$ cat config.mk
export PLATFORM = sky130hd
export DESIGN_NAME = pwm_motor_led_driver_debounced_flat
export DESIGN_NICKNAME = d
export VERILOG_FILES = /design/src/rtl/core/pmld_pkg.sv /design/src/rtl/core/pmld_in_if.sv /design/src/rtl/core/pmld_out_if.sv /design/src/rtl/core/pwm_motor_led_driver_debounced.sv /design/src/rtl/core/pmld_cfg.sv /design/src/rtl/core/pmld_core.sv /design/src/flat_wrapper.sv
export VERILOG_INCLUDE_DIRS = /design/src /design/src/rtl/core
export SDC_FILE = /design/constraint.sdc
export NUM_CORES = 1
export LEC_CHECK = 0
export BUFFER_PORTS_ARGS = -buffer_cell sky130_fd_sc_hd__buf_2
export CAP_MARGIN = 20
export CELL_PAD_IN_SITES_DETAIL_PLACEMENT = 1
export CELL_PAD_IN_SITES_GLOBAL_PLACEMENT = 1
export CORE_ASPECT_RATIO = 1.2
export CORE_UTILIZATION = 36
export DETAILED_ROUTE_END_ITERATION = 12
export MAX_ROUTING_LAYER = met4
export PLACE_DENSITY_LB_ADDON = 0.1
export SLEW_MARGIN = 20
export SYNTH_ARGS = -nofsm -noshare
export SYNTH_HDL_FRONTEND = slang
export SYNTH_SLANG_ARGS = --single-unit
$ cat constraint.sdc
create_clock -name clk_i -period 2.5 [get_ports clk_i]
set_input_delay 0 -clock clk_i [delete_from_list [all_inputs] [get_ports clk_i]]
set_output_delay 0 -clock clk_i [all_outputs]
set_load 0.01 [all_outputs]
$ cat src/rtl/core/pwm_motor_led_driver_debounced_assert.svh
// Assertion helpers, clocked on clk_i and held off while rst_ni is low.
`ifndef PWM_MOTOR_LED_DRIVER_DEBOUNCED_ASSERT_SVH
`define PWM_MOTOR_LED_DRIVER_DEBOUNCED_ASSERT_SVH

// Same-cycle implication.
`define PMLD_ASSERT_NOW(label, ante, cons, msg) \
  label: assert property (@(posedge clk_i) disable iff (!rst_ni) (ante) |-> (cons)) \
    else $error(msg);

// Next-cycle implication.
`define PMLD_ASSERT_NEXT(label, ante, cons, msg) \
  label: assert property (@(posedge clk_i) disable iff (!rst_ni) (ante) |=> (cons)) \
    else $error(msg);

`endif

$ cat src/rtl/core/pmld_pkg.sv
package pmld_pkg;

  localparam int unsigned DATA_W  = 32;
  localparam int unsigned PADDR_W = 3;
  localparam int unsigned DUTY_W  = 8;
  localparam int unsigned STEP_W  = 8;
  localparam int unsigned LOCK_W  = 8;
  localparam int unsigned IDX_W   = 3;

  // register indexes (byte address 4*i)
  localparam logic REG_RED_DUTY      = 1'b0;
  localparam logic REG_LOCKOUT_TICKS = 1'b1;

  localparam logic [DUTY_W-1:0] RED_DUTY_RESET = 8'd0;
  localparam logic [LOCK_W-1:0] LOCKOUT_RESET  = 8'd100;

  // step runs 0..254, then wraps
  localparam logic [STEP_W-1:0] STEP_LAST  = 8'd254;
  localparam logic [IDX_W-1:0]  LEVEL_LAST = 3'd5;

  typedef enum logic {
    KIND_TICK = 1'b0,
    KIND_EDGE = 1'b1
  } kind_e;

  typedef struct packed {
    logic [DUTY_W-1:0] red_duty;
    logic [LOCK_W-1:0] lockout_ticks;
  } cfg_t;

  typedef struct packed {
    logic [STEP_W-1:0] step_count;
    logic [LOCK_W-1:0] lockout_count;
    logic [IDX_W-1:0]  level_index;
    logic [DUTY_W-1:0] motor_level;
    logic              red_latch;
    logic              motor_latch;
    logic              white_latch;
  } state_t;

  function automatic logic [DUTY_W-1:0] level_value(input logic [IDX_W-1:0] idx);
    logic [DUTY_W-1:0] val;
    case (idx)
      3'd1:    val = 8'd10;
      3'd2:    val = 8'd50;
      3'd3:    val = 8'd100;
      3'd4:    val = 8'd200;
      3'd5:    val = 8'd255;
      default: val = 8'd0;
    endcase
    return val;
  endfunction

endpackage

$ cat src/rtl/core/pmld_in_if.sv
interface pmld_in_if;
  logic valid;
  logic ready;
  logic kind;
  logic button_level;

  modport source (output valid, output kind, output button_level, input ready);
  modport sink (input valid, input kind, input button_level, output ready);
endinterface

$ cat src/rtl/core/pmld_out_if.sv
interface pmld_out_if;
  logic       valid;
  logic       ready;
  logic       red_on;
  logic       white_on;
  logic       motor_on;
  logic [7:0] motor_duty;

  modport source (
    output valid, output red_on, output white_on, output motor_on, output motor_duty,
    input ready
  );
  modport sink (
    input valid, input red_on, input white_on, input motor_on, input motor_duty,
    output ready
  );
endinterface

$ cat src/rtl/core/pwm_motor_led_driver_debounced.sv
// Three-output PWM driver (red LED, white LED, motor) with a debounced button that
// steps the motor duty through 10, 50, 100, 200, 255 and off. Each input beat is a
// timer tick or a button rising edge and yields exactly one result beat carrying
// the output levels and current motor duty. One beat is taken every clock cycle
// unless result ready holds it off; each beat passes the input register and the
// result register, with the whole state update done between them. A waiting
// result holds the input off only once the input register is full as well; input
// ready then follows result ready in the same cycle. Registers via APB: red_duty
// at 0x0, lockout_ticks at 0x4; write only while idle.
module pwm_motor_led_driver_debounced (
  input  logic                          clk_i,
  input  logic                          rst_ni,
  input  logic                          psel,
  input  logic                          penable,
  input  logic                          pwrite,
  input  logic [pmld_pkg::PADDR_W-1:0]  paddr,
  input  logic [pmld_pkg::DATA_W-1:0]   pwdata,
  output logic [pmld_pkg::DATA_W-1:0]   prdata,
  output logic                          pready,
  pmld_in_if.sink                       in_i,
  pmld_out_if.source                    out_o
);
  import pmld_pkg::*;

  cfg_t cfg;

  pmld_cfg u_cfg (
    .clk_i   (clk_i),
    .rst_ni  (rst_ni),
    .psel    (psel),
    .penable (penable),
    .pwrite  (pwrite),
    .paddr   (paddr),
    .pwdata  (pwdata),
    .prdata  (prdata),
    .pready  (pready),
    .cfg_o   (cfg)
  );

  pmld_core u_core (
    .clk_i  (clk_i),
    .rst_ni (rst_ni),
    .cfg_i  (cfg),
    .in_i   (in_i),
    .out_o  (out_o)
  );

endmodule

$ cat src/rtl/core/pmld_cfg.sv
module pmld_cfg (
  input  logic                          clk_i,
  input  logic                          rst_ni,
  input  logic                          psel,
  input  logic                          penable,
  input  logic                          pwrite,
  input  logic [pmld_pkg::PADDR_W-1:0]  paddr,
  input  logic [pmld_pkg::DATA_W-1:0]   pwdata,
  output logic [pmld_pkg::DATA_W-1:0]   prdata,
  output logic                          pready,
  output pmld_pkg::cfg_t                cfg_o
);
  import pmld_pkg::*;

  cfg_t cfg_q, cfg_d;
  logic wr_en;
  logic reg_idx;

  assign pready  = 1'b1;
  assign wr_en   = psel && penable && pwrite && pready;
  // low address bits are ignored, one register per word
  assign reg_idx = paddr[2];

  always_comb begin
    cfg_d = cfg_q;
    if (wr_en) begin
      unique case (reg_idx)
        REG_RED_DUTY:      cfg_d.red_duty      = pwdata[DUTY_W-1:0];
        REG_LOCKOUT_TICKS: cfg_d.lockout_ticks = pwdata[LOCK_W-1:0];
        default:           cfg_d = cfg_q;
      endcase
    end
  end

  always_comb begin
    unique case (reg_idx)
      REG_RED_DUTY:      prdata = {{(DATA_W-DUTY_W){1'b0}}, cfg_q.red_duty};
      REG_LOCKOUT_TICKS: prdata = {{(DATA_W-LOCK_W){1'b0}}, cfg_q.lockout_ticks};
      default:           prdata = '0;
    endcase
  end

  always_ff @(posedge clk_i or negedge rst_ni) begin
    if (!rst_ni) begin
      cfg_q.red_duty      <= RED_DUTY_RESET;
      cfg_q.lockout_ticks <= LOCKOUT_RESET;
    end else begin
      cfg_q <= cfg_d;
    end
  end

  assign cfg_o = cfg_q;

endmodule

$ cat src/rtl/core/pmld_core.sv
`include "pwm_motor_led_driver_debounced_assert.svh"

module pmld_core (
  input  logic              clk_i,
  input  logic              rst_ni,
  input  pmld_pkg::cfg_t    cfg_i,
  pmld_in_if.sink           in_i,
  pmld_out_if.source        out_o
);
  import pmld_pkg::*;

  // input register
  logic  in_vld_q;
  kind_e in_kind_q;
  logic  in_btn_q;

  // working state
  state_t st_q, st_d;

  // result register
  logic              out_vld_q;
  logic              red_q, white_q, motor_q;
  logic [DUTY_W-1:0] duty_q;

  logic fire;
  logic in_take;

  assign fire    = in_vld_q && (!out_vld_q || out_o.ready);
  assign in_take = in_i.valid && in_i.ready;
  assign in_i.ready = !in_vld_q || fire;

  always_comb begin
    logic [STEP_W-1:0] step_n;
    logic [IDX_W-1:0]  idx_n;
    st_d   = st_q;
    step_n = '0;
    idx_n  = '0;
    if (in_kind_q == KIND_TICK) begin
      if (st_q.step_count >= STEP_LAST) begin
        step_n           = '0;
        st_d.red_latch   = 1'b1;
        st_d.motor_latch = 1'b1;
      end else begin
        step_n = st_q.step_count + 1'b1;
      end
      st_d.step_count = step_n;
      if (step_n >= cfg_i.red_duty)   st_d.red_latch   = 1'b0;
      if (step_n >= st_q.motor_level) st_d.motor_latch = 1'b0;
      if (st_q.lockout_count != '0) begin
        st_d.lockout_count = in_btn_q ? cfg_i.lockout_ticks : st_q.lockout_count - 1'b1;
      end
      st_d.white_latch = in_btn_q;
    end else if (st_q.lockout_count == '0) begin
      idx_n              = (st_q.level_index >= LEVEL_LAST) ? '0 : st_q.level_index + 1'b1;
      st_d.level_index   = idx_n;
      st_d.motor_level   = level_value(idx_n);
      st_d.lockout_count = cfg_i.lockout_ticks;
    end
  end

  always_ff @(posedge clk_i or negedge rst_ni) begin
    if (!rst_ni) begin
      in_vld_q  <= 1'b0;
      out_vld_q <= 1'b0;
      st_q      <= '0;
    end else begin
      if (in_take)   in_vld_q <= 1'b1;
      else if (fire) in_vld_q <= 1'b0;
      if (fire)              out_vld_q <= 1'b1;
      else if (out_o.ready)  out_vld_q <= 1'b0;
      if (fire) st_q <= st_d;
    end
  end

  always_ff @(posedge clk_i) begin
    if (in_take) begin
      in_kind_q <= kind_e'(in_i.kind);
      in_btn_q  <= in_i.button_level;
    end
    if (fire) begin
      red_q   <= st_d.red_latch;
      white_q <= st_d.white_latch;
      motor_q <= st_d.motor_latch;
      duty_q  <= st_d.motor_level;
    end
  end

  assign out_o.valid      = out_vld_q;
  assign out_o.red_on     = red_q;
  assign out_o.white_on   = white_q;
  assign out_o.motor_on   = motor_q;
  assign out_o.motor_duty = duty_q;

  `PMLD_ASSERT_NOW(a_idx_range, 1'b1, st_q.level_index <= LEVEL_LAST,
    "level index out of range")
  `PMLD_ASSERT_NOW(a_level_matches_idx, 1'b1,
    st_q.motor_level == level_value(st_q.level_index), "motor level off table")
  `PMLD_ASSERT_NOW(a_step_range, 1'b1, st_q.step_count <= STEP_LAST,
    "step counter past wrap")
  `PMLD_ASSERT_NEXT(a_lockout_count_down,
    fire && in_kind_q == KIND_TICK && !in_btn_q && st_q.lockout_count != '0,
    st_q.lockout_count == $past(st_q.lockout_count) - 1'b1, "lockout did not count down")
  `PMLD_ASSERT_NEXT(a_edge_in_lockout,
    fire && in_kind_q == KIND_EDGE && st_q.lockout_count != '0,
    $stable(st_q.motor_level) && $stable(st_q.level_index), "edge taken during lockout")

endmodule
$ cat src/flat_wrapper.sv
// flat-port wrapper written by rule: the top's interface ports become plain ports
module pwm_motor_led_driver_debounced_flat import pmld_pkg::*;
  (clk_i, rst_ni, psel, penable, pwrite, paddr, pwdata, prdata, pready, in_i_valid, in_i_kind, in_i_button_level, in_i_ready, out_o_valid, out_o_red_on, out_o_white_on, out_o_motor_on, out_o_motor_duty, out_o_ready);
  pmld_in_if in_i_i ();
  pmld_out_if out_o_i ();
  input  logic clk_i;
  input  logic rst_ni;
  input  logic psel;
  input  logic penable;
  input  logic pwrite;
  input  logic [pmld_pkg::PADDR_W-1:0] paddr;
  input  logic [pmld_pkg::DATA_W-1:0] pwdata;
  output logic [pmld_pkg::DATA_W-1:0] prdata;
  output logic pready;
  input wire logic [$bits(in_i_i.valid)-1:0] in_i_valid;
  input wire logic [$bits(in_i_i.kind)-1:0] in_i_kind;
  input wire logic [$bits(in_i_i.button_level)-1:0] in_i_button_level;
  output wire logic [$bits(in_i_i.ready)-1:0] in_i_ready;
  output wire logic [$bits(out_o_i.valid)-1:0] out_o_valid;
  output wire logic [$bits(out_o_i.red_on)-1:0] out_o_red_on;
  output wire logic [$bits(out_o_i.white_on)-1:0] out_o_white_on;
  output wire logic [$bits(out_o_i.motor_on)-1:0] out_o_motor_on;
  output wire logic [$bits(out_o_i.motor_duty)-1:0] out_o_motor_duty;
  input wire logic [$bits(out_o_i.ready)-1:0] out_o_ready;
  assign in_i_i.valid = in_i_valid;
  assign in_i_i.kind = in_i_kind;
  assign in_i_i.button_level = in_i_button_level;
  assign in_i_ready = in_i_i.ready;
  assign out_o_valid = out_o_i.valid;
  assign out_o_red_on = out_o_i.red_on;
  assign out_o_white_on = out_o_i.white_on;
  assign out_o_motor_on = out_o_i.motor_on;
  assign out_o_motor_duty = out_o_i.motor_duty;
  assign out_o_i.ready = out_o_ready;
  pwm_motor_led_driver_debounced u_core (.clk_i(clk_i), .rst_ni(rst_ni), .psel(psel), .penable(penable), .pwrite(pwrite), .paddr(paddr), .pwdata(pwdata), .prdata(prdata), .pready(pready), .in_i(in_i_i), .out_o(out_o_i));
endmodule
======== After elaboration in Yosys (flattened, before gate mapping) ========
Index checks and enable logic that the tools add are counted.
word-level totals
  flip-flop bits (word level) ............. 61
  output and inout port bits .............. 46
  word-level logic and storage cells ...... 68
cells by class
  add/subtract/negate cells ............... 3
  $lt $le $gt $ge ......................... 4
  eq/ne operators ......................... 6
  mux-type cells .......................... 18
  bitwise operators ....................... 2
  reduce and logical (&&, ||, !) cells .... 18
operators by type and width
  kind                                                                    count
  32-bit one-hot mux with 2 select lines                                  1
  8-bit 2-to-1 mux                                                        6
  8-bit one-hot mux with 5 select lines                                   1
  19-bit 2-to-1 mux                                                       1
  8-bit >= comparator                                                     2
  8-bit by 1-bit adder with 8-bit output (second input constant)          1
  8-bit >= comparator (second input constant)                             1
  8-bit logical NOT                                                       1
  8-bit nonzero test                                                      1
  8-bit by 1-bit subtractor with 8-bit output (second input constant)     1
  3-bit by 2-bit equality test with 1-bit output (second input constant)  2
  3-bit equality test (second input constant)                             2
  1-bit 2-to-1 mux                                                        6
  3-bit 2-to-1 mux                                                        2
  2-bit AND reduction                                                     3
  3-bit AND reduction                                                     2
  2-bit nonzero test                                                      3
  1-bit logical AND                                                       4
  3-bit by 1-bit adder with 3-bit output (second input constant)          1
  3-bit by 1-bit equality test with 1-bit output (second input constant)  1
  3-bit >= comparator (second input constant)                             1
  1-bit logical NOT                                                       2
  1-bit logical OR                                                        2
  2-bit 2-to-1 mux                                                        1
  2 further kinds                                                         3

======== Depth between registers and ports, before layout ========
Gate-level depths: netlist (run 1).
  depth after elaboration ................. 6
  mapped depth ............................ 11
  mapped depth without buffers ............ 11

======== Modules after synthesis ========
Synthesis (run 1) repeated with hierarchy kept, for this count alone.
unflattened totals
  cell total of the unflattened synthesis .. 396
  area total of the unflattened synthesis .. 4000.1 um2
by module, submodules not included
  module     instances  cells each  area an instance (um2)  seq. area each (um2)
  pmld_core  1          326         3074.2                  1191.1
  pmld_cfg   1          70          925.9                   404.1

======== Worst setup path after synthesis (run 1) ========
No wires, ideal clock.
  path type ............................... reg-to-reg
  start point ............................. reg u_core.u_core.st_q[22] in the netlist's numbering
  end point ............................... reg u_core.u_core.red_q (netlist: u_core.u_core.out_o.red_on), data pin
  library setup time ...................... 0.180 ns
  arrival time ............................ 2.161 ns
  required time ........................... 2.320 ns
  path slack .............................. 0.159 ns
  cell stages (with the launch flop) ...... 12
  cell sequence ........................... dfrtp_1 -> inv_1 -> ha_1 -> o211ai_2 -> nor2_1 -> buf_2 -> nor2_1 -> ha_1 -> a21oi_1 -> o21a_1 -> o21ai_0 -> a221oi_1
RTL lines
  element                 RTL line         RTL
  start, declared         pmld_core.sv:18  state_t st_q, st_d;
  start signal, assigned  pmld_core.sv:71  if (fire) st_q <= st_d;
  end signal, assigned    pmld_core.sv:81  red_q <= st_d.red_latch;
  end, declared           pmld_core.sv:22  logic red_q, white_q, motor_q;

==> impl_metrics.tcl, run 1 <==
set metrics [dict create \
    dpl_cell_area_sq_um 3975 \
    final_area_sq_um 4443 \
    critPathTopFamily "compound AO/OA/AOI/OAI gates" \
    p_seq_share_pct 35.2 \
    io_pins 90 \
    synth-simple-area-share_pct 14.31 \
    gp_congestion 0.8075 \
    setup_viol 0 \
    rows 40 \
    clkTransAtPathRegs_ps 60 \
    comb_power_share_pct 39.3 \
    power_uw 4533 \
    hold_path.class "in2async" \
    finalCritPeriodShare_pct 95.32 \
    cp_slowest_cell "dfrtp_1" \
    relSlewSlack_pct 57.49 \
    cts_buffers 9 \
    finalWirelength_microns 9420 \
    ys.flop_type "dfrtp_1" \
    fmax_mhz 419.6 \
    cp.required_ps 2570 \
    p_per_area_nw_per_um2 1020 \
    cp_slowest_stage_delay_ps 390 \
    yosysMostFrequentCell "dfrtp_1" \
    syn_avg_cell_area_sq_um 9.892 \
    crit_top_cell "o21ai_1" \
    synthTopCellsByCount "dfrtp_1 (45), o21ai_0 (34), buf_4 (26), inv_1 (24), nor2_1 (24)" \
    diodes 0 \
    crit_start "u_core.u_core.st_q[22]" \
    synth_top_family_by_area "compound AO/OA/AOI/OAI gates" \
    whs_ps 214.1 \
    post_drt_wl_per_cell_microns 16.61 \
    post-place-ws_ps -15.53 \
    drc_errors 0 \
    grt_start_max_net_pins 26 \
    grt_overflow 0 \
    drv_slew 0 \
    drive_above_1_share_pct 26.76 \
    via_per_inst 5.219 \
    leakagePower_uw 0.001952 \
    finalWorstSetupSlack_ps 117.0 \
    multi_input_area_sq_um 1908 \
    nFillCells 1169 \
    fp.coreArea_sq_um 10010 \
    finalNonFillerCells 567 \
    pwr-share-clk_pct 25.4 \
    finalHoldViolations 0 \
    critical_path_class "reg2reg" \
    clk_path_buf_depth 2 \
    syn_area_sq_um 3690 \
    cts_tree "built" \
    synth_compound_area_share_pct 18.04 \
    arrival_ps 2450 \
    p_sw_uw 1739 \
    dieArea_sq_um 10660 \
    numPortBuffers 38 \
    async_flop_share_pct 78.69 \
    antenna_found_initial 0 \
    worstMarginPinSlew_ps 636.5 \
    drtPass1Iterations 4 \
    grt_pass1_wl_microns 15350 \
    synth_cell_types 55 \
    cp_cell_sequence "inv_2 -> ha_2 -> o21a_1 -> nor2_1 -> o21ai_1 -> o21ai_1 -> buf_4 -> ha_1 -> nand4_1 -> nor4_2 -> a221oi_1" \
    maxCapViolCount 0 \
    synth_top_area_share_pct 30.52 \
    synth_seq_area_share_pct 43.23 \
    dp_cells 537 \
    cp-start-kind "flop" \
    crit_fanout 3 \
    drtIter0Drc 104 \
    cp.buffers_inverters 2 \
    finalClockSkew_ps 8.078 \
    swShare_pct 38.36 \
    ir_drop_mv 0.5044 \
    first_global_vias 2986 \
    dieWidth_microns 94.42 \
    syn_to_final_growth_pct 20.41 \
    synthMuxAreaShare_pct 7.562 \
    r2r-start "u_core.u_core.st_q[22]" \
    yosysWarningCount 0 \
    fin_nets 500 \
    regArea_sq_um 1595 \
    ant_nets 0 \
    ys_ff_latch 61 \
    synth-edff-count 13 \
    num_vias 2959 \
    power.internal_uw 2794 \
    die_h_microns 112.9 \
    track_usage_pct 19.79 \
    clk_latency_ps 330 \
    synthAdderAreaFrac_pct 6.782 \
    cts.htree.levels 3 \
    clkSinkCount 61 \
    yosys.area.top_type "dfrtp_1" \
    cts-root-buf "clkbuf_16" \
    outcome "finished, final reports clean" \
    dp_hpwl_microns 6840 \
    finalCriticalPeriod_ps 2383 \
    synth_cells 373 \
    cp-end-kind "flop" \
    synth_xor_area_share_pct 0.9495 \
    initial_core_util_pct 36.86 \
    ys_top_cells_by_area "dfrtp_1 (31%), edfxtp_1 (11%), mux2_2 (7.0%)" \
]
flip-flops by register name (all words and copies together), names as in the netlist:
name,count
u_core.u_cfg.cfg_o,16
u_core.u_core.in_btn_q,1
u_core.u_core.in_kind_q,1
u_core.u_core.in_vld_q,1
u_core.u_core.out_o.motor_duty,8
u_core.u_core.out_o.motor_on,1
u_core.u_core.out_o.red_on,1
u_core.u_core.out_o.valid,1
u_core.u_core.out_o.white_on,1
u_core.u_core.st_q,30
metal layers:
| metal | up-vias | global-route usage (%) | part of all wire [%] | wire (microns) |
|---|---|---|---|---|
| li1 | 1429 | - | - | - |
| met1 | 1462 | 23.59 | 44 | 4146 |
| met2 | 53 | 32.51 | 51 | 4805 |
| met3 | 15 | 4.637 | 3.0 | 283 |
| met4 | 0 | 6.769 | 2.0 | 184 |
| met5 | - | - | 0 | 0 |
area by class of cell:
class	count	area share, %
flip-flops and latches	61	35.91
well taps	126	3.548
clock inverters	2	0.2253
repair buffers	63	9.237
inverters	26	2.197
multi-input cells	275	42.95
clock buffers	14	5.942
cell families (layout without fill, tap and decap cells):
family | count (synthesis) | count (layout)
AOI/OAI and AO/OA | 105 | 105
and+or+nand+nor | 96 | 96
DFF | 61 | 61
buffers and inverters | 60 | 105
muxes | 25 | 25
adders and majority gates | 20 | 20
xor gates and xnor gates | 4 | 4
other | 2 | 25
metrics by stage:
| stage | setup TNS (ps) | utilization, % |
|---|---|---|
| finish | 0 | 44.39 |
| global route | -58.25 | 44.39 |
| global placement | 0 | 39.71 |
| detailed placement | -15.53 | 39.71 |
| CTS | 0 | 43.86 |
| floorplan | 0 | - |
power by group through the flow:
stage	Sequential [uW]	Combinational, uW	Clock, uW
2_1_floorplan	1560	1230	0
3_3_place_gp	1600	1630	0
3_5_place_dp	1610	1690	0
4_1_cts	1600	1720	1190
5_1_grt	1640	2010	1220
6_report	1600	1780	1150
cell usage in the layout, fill, tap and decap left out, types with 14 or more instances in the layout:
master	instances
a21oi_1	14
buf_2	38
conb_1	25
dfrtp_1	45
ha_1	18
inv_1	23
mux2_2	23
nand2_1	22
nor2_1	21
o21ai_0	31
o21ai_1	15
final timing paths:
kind,to,slack [ps],cells after the start
max in group asynchronous,u_core.u_core.st_q[25],1490,3
min,u_core.u_core.st_q[28],210,2
max reg2reg,u_core.u_core.out_o.motor_on,120,11
min in group clk_i,u_core.u_cfg.cfg_o[7],380,3
min reg2reg,u_core.u_cfg.cfg_o[9],500,1
max,u_core.u_core.out_o.motor_on,120,11
what timing repair did:
| action | in CTS | in global routing |
|---|---|---|
| buffers inserted | 0 | 1 |
| hold buffers | 13 | 0 |
| setup endpoints to repair | 2 | 4 |
| endpoints found under the hold margin | 40 | 0 |
| resized for setup | 4 | 14 |
| pin swaps | 0 | 4 |
(Power assumes the default switching activity.)
==> inputs of run 2 (changes only) <==
- ABC_AREA: unset -> 1
- ABC_CLOCK_PERIOD_IN_PS: unset -> 2500
- CORE_UTILIZATION: 36 -> 35
==> impl_metrics.tcl, run 2 <==
set metrics [dict create \
    drtPass1Iterations 4 \
    ys_top_cells_by_area "dfrtp_1 (31%), nand2_1 (14%), edfxtp_1 (11%)" \
    rows 40 \
    grt_overflow 0 \
    dieWidth_microns 95.43 \
    gp_congestion 0.7738 \
    setup_viol 0 \
    largest_reg_flops 30 \
    yosysWarningCount 0 \
    async_flop_share_pct 78.69 \
    critical_path_class "reg2reg" \
    finalWirelength_microns 8967 \
    ys.flop_type "dfrtp_1" \
    drv_slew 0 \
    cp-start-kind "flop" \
    mostFrequentLayoutCells "nand2_1 (133), inv_1 (62), o21ai_0 (55)" \
    fp.coreArea_sq_um 10110 \
    clkSinkCount 61 \
    finalCriticalPeriod_ps 2317 \
    drc_errors 0 \
    outcome "finished, final reports clean" \
    synth-edff-count 13 \
    finalClockSkew_ps 4.184 \
    antenna_found_initial 0 \
    finalHoldViolations 0 \
    grt_setup_unrepaired "false" \
    grt_pass1_wl_microns 15050 \
    synth_top_area_share_pct 30.72 \
    clk_latency_ps 330 \
    clk_path_buf_depth 2 \
    die_h_microns 114.1 \
    via_per_inst 4.700 \
    cts.htree.levels 3 \
    synth_cell_types 35 \
    dpl_cell_area_sq_um 3918 \
    ant_nets 0 \
    dieArea_sq_um 10890 \
    clkTransAtPathRegs_ps 50 \
    maxCapViolCount 0 \
    arrival_ps 2390 \
    crit_fanout 6 \
    dp_hpwl_microns 6761 \
    fmax_mhz 431.7 \
    io_pins 90 \
    final_area_sq_um 4360 \
    cts_buffers 9 \
    diodes 0 \
    cts-root-buf "clkbuf_16" \
    fin_nets 586 \
    post_drt_wl_per_cell_microns 13.73 \
    syn_to_final_growth_pct 18.94 \
    finalCritPeriodShare_pct 92.66 \
    synthTopCellsByCount "nand2_1 (135), inv_1 (62), o21ai_0 (55), dfrtp_1 (45), buf_4 (25)" \
    finalSetupTns_ps 0 \
    numPortBuffers 38 \
    synth_cells 462 \
    final_common_cell "nand2_1" \
    largest_register "u_core.u_core.st_q" \
    syn_avg_cell_area_sq_um 7.935 \
    crit_start "u_core.u_core.st_q[22]" \
    num_vias 3069 \
    leakagePower_uw 0.002267 \
    cts_tree "built" \
    yosys.area.top_type "dfrtp_1" \
    cp.required_ps 2570 \
    ys_ff_latch 61 \
    syn_area_sq_um 3666 \
    whs_ps 140.3 \
    grt_start_max_net_pins 32 \
    ir_drop_mv 0.3666 \
    drtIter0Drc 103 \
    first_global_vias 3163 \
    initial_core_util_pct 36.26 \
    r2r-start "u_core.u_core.st_q[22]" \
    p_per_area_nw_per_um2 1081 \
    hold_path.class "in2async" \
    synth_seq_area_share_pct 43.52 \
    final_util_pct 43.13 \
    cp-end-kind "flop" \
    yosysMostFrequentCell "nand2_1" \
    drive_above_1_share_pct 14.61 \
    track_usage_pct 18.85 \
]
run 2: cell types whose count changed in the layout (fill, tap and decap cells not counted), sizes merged, moves of 9 or more:
cell / delta
mux2: -23
nand2: +116
nand2b: -9
a21oi: -11
inv: +37
o21ai: +14
nand3: +11
a22oi: -10
run 2: final cells by class:
class	instances	area, sq um
timing repair buffer	61	397.9
inverter	64	240.2
clock buffer	15	277.8
clock inverter	1	5.005
fill	1256	5749
sequential	61	1595
multi-input combinational	325	1687
tap	126	157.7
run 2: timing repair:
action                     in CTS  in global routing
hold buffers                   14                  0
resized for setup               1                  4
hold endpoints to repair       37                  0
setup endpoints to repair       1                  4
buffers inserted                0                  1
run 2: final timing paths:
path | end | slack (ps) | cells after the start
setup / recovery | u_core.u_core.out_o.motor_on | 180 | 12
hold / removal | u_core.u_core.st_q[18] | 140 | 2
setup reg to reg | u_core.u_core.out_o.motor_on | 180 | 12
hold reg to reg | u_core.u_core.st_q[8] | 480 | 2
max in group asynchronous | u_core.u_cfg.cfg_o[5] | 1530 | 3
min in group clk_i | u_core.u_core.in_kind_q | 390 | 2
run 2: cells by family (layout without fill, tap and decap cells):
family,Yosys count,in the layout,share of synthesized area [%]
simple gates,188,188,21.71
xor+xnor,7,7,1.672
buf+inv,99,141,13.17
flops,61,61,43.52
fa+ha+maj,20,20,6.826
compound gates,85,85,12.90
other cells,2,25,0.2049
run 2: where the power goes:
part           switching [uW]  internal, uW  total [uW]
Combinational            1240           731        1970
Sequential                215          1350        1570
Clock                     431           751        1180
Total                    1880          2830        4710
run 2: critical path: stages (launching register included):
cell and delay (ps):
dfrtp_1 370, inv_1 70, ha_1 190, nor2_1 140, nor2_1 70, nand2_2 120, o21ai_0 110, a21oi_1 280
ha_1 170, inv_1 50, o31a_1 300, nand2_1 90, a21boi_0 90
run 2: per-stage QoR:
| stage | setup slack (ps) | power (uW) | cells |
|---|---|---|---|
| 2_1_floorplan | 460.1 | 2982 | 485 |
| 5_1_grt | 0.3391 | 5162 | 653 |
| 4_1_cts | 75.56 | 4764 | 652 |
| 6_report | 183.5 | 4715 | 653 |
| 3_3_place_gp | 99.15 | 3434 | 622 |
| 3_5_place_dp | -18.79 | 3520 | 622 |
run 2: layer usage:
layer | vias to the layer above | wire (microns) | part of all wire (%) | track usage [%]
li1 | 1554 | - | - | -
met1 | 1456 | 4003 | 45 | 21.71
met2 | 44 | 4540 | 51 | 31.48
met3 | 15 | 219 | 2.4 | 4.183
met4 | 0 | 204 | 2.3 | 7.662
met5 | - | 0 | 0 | -
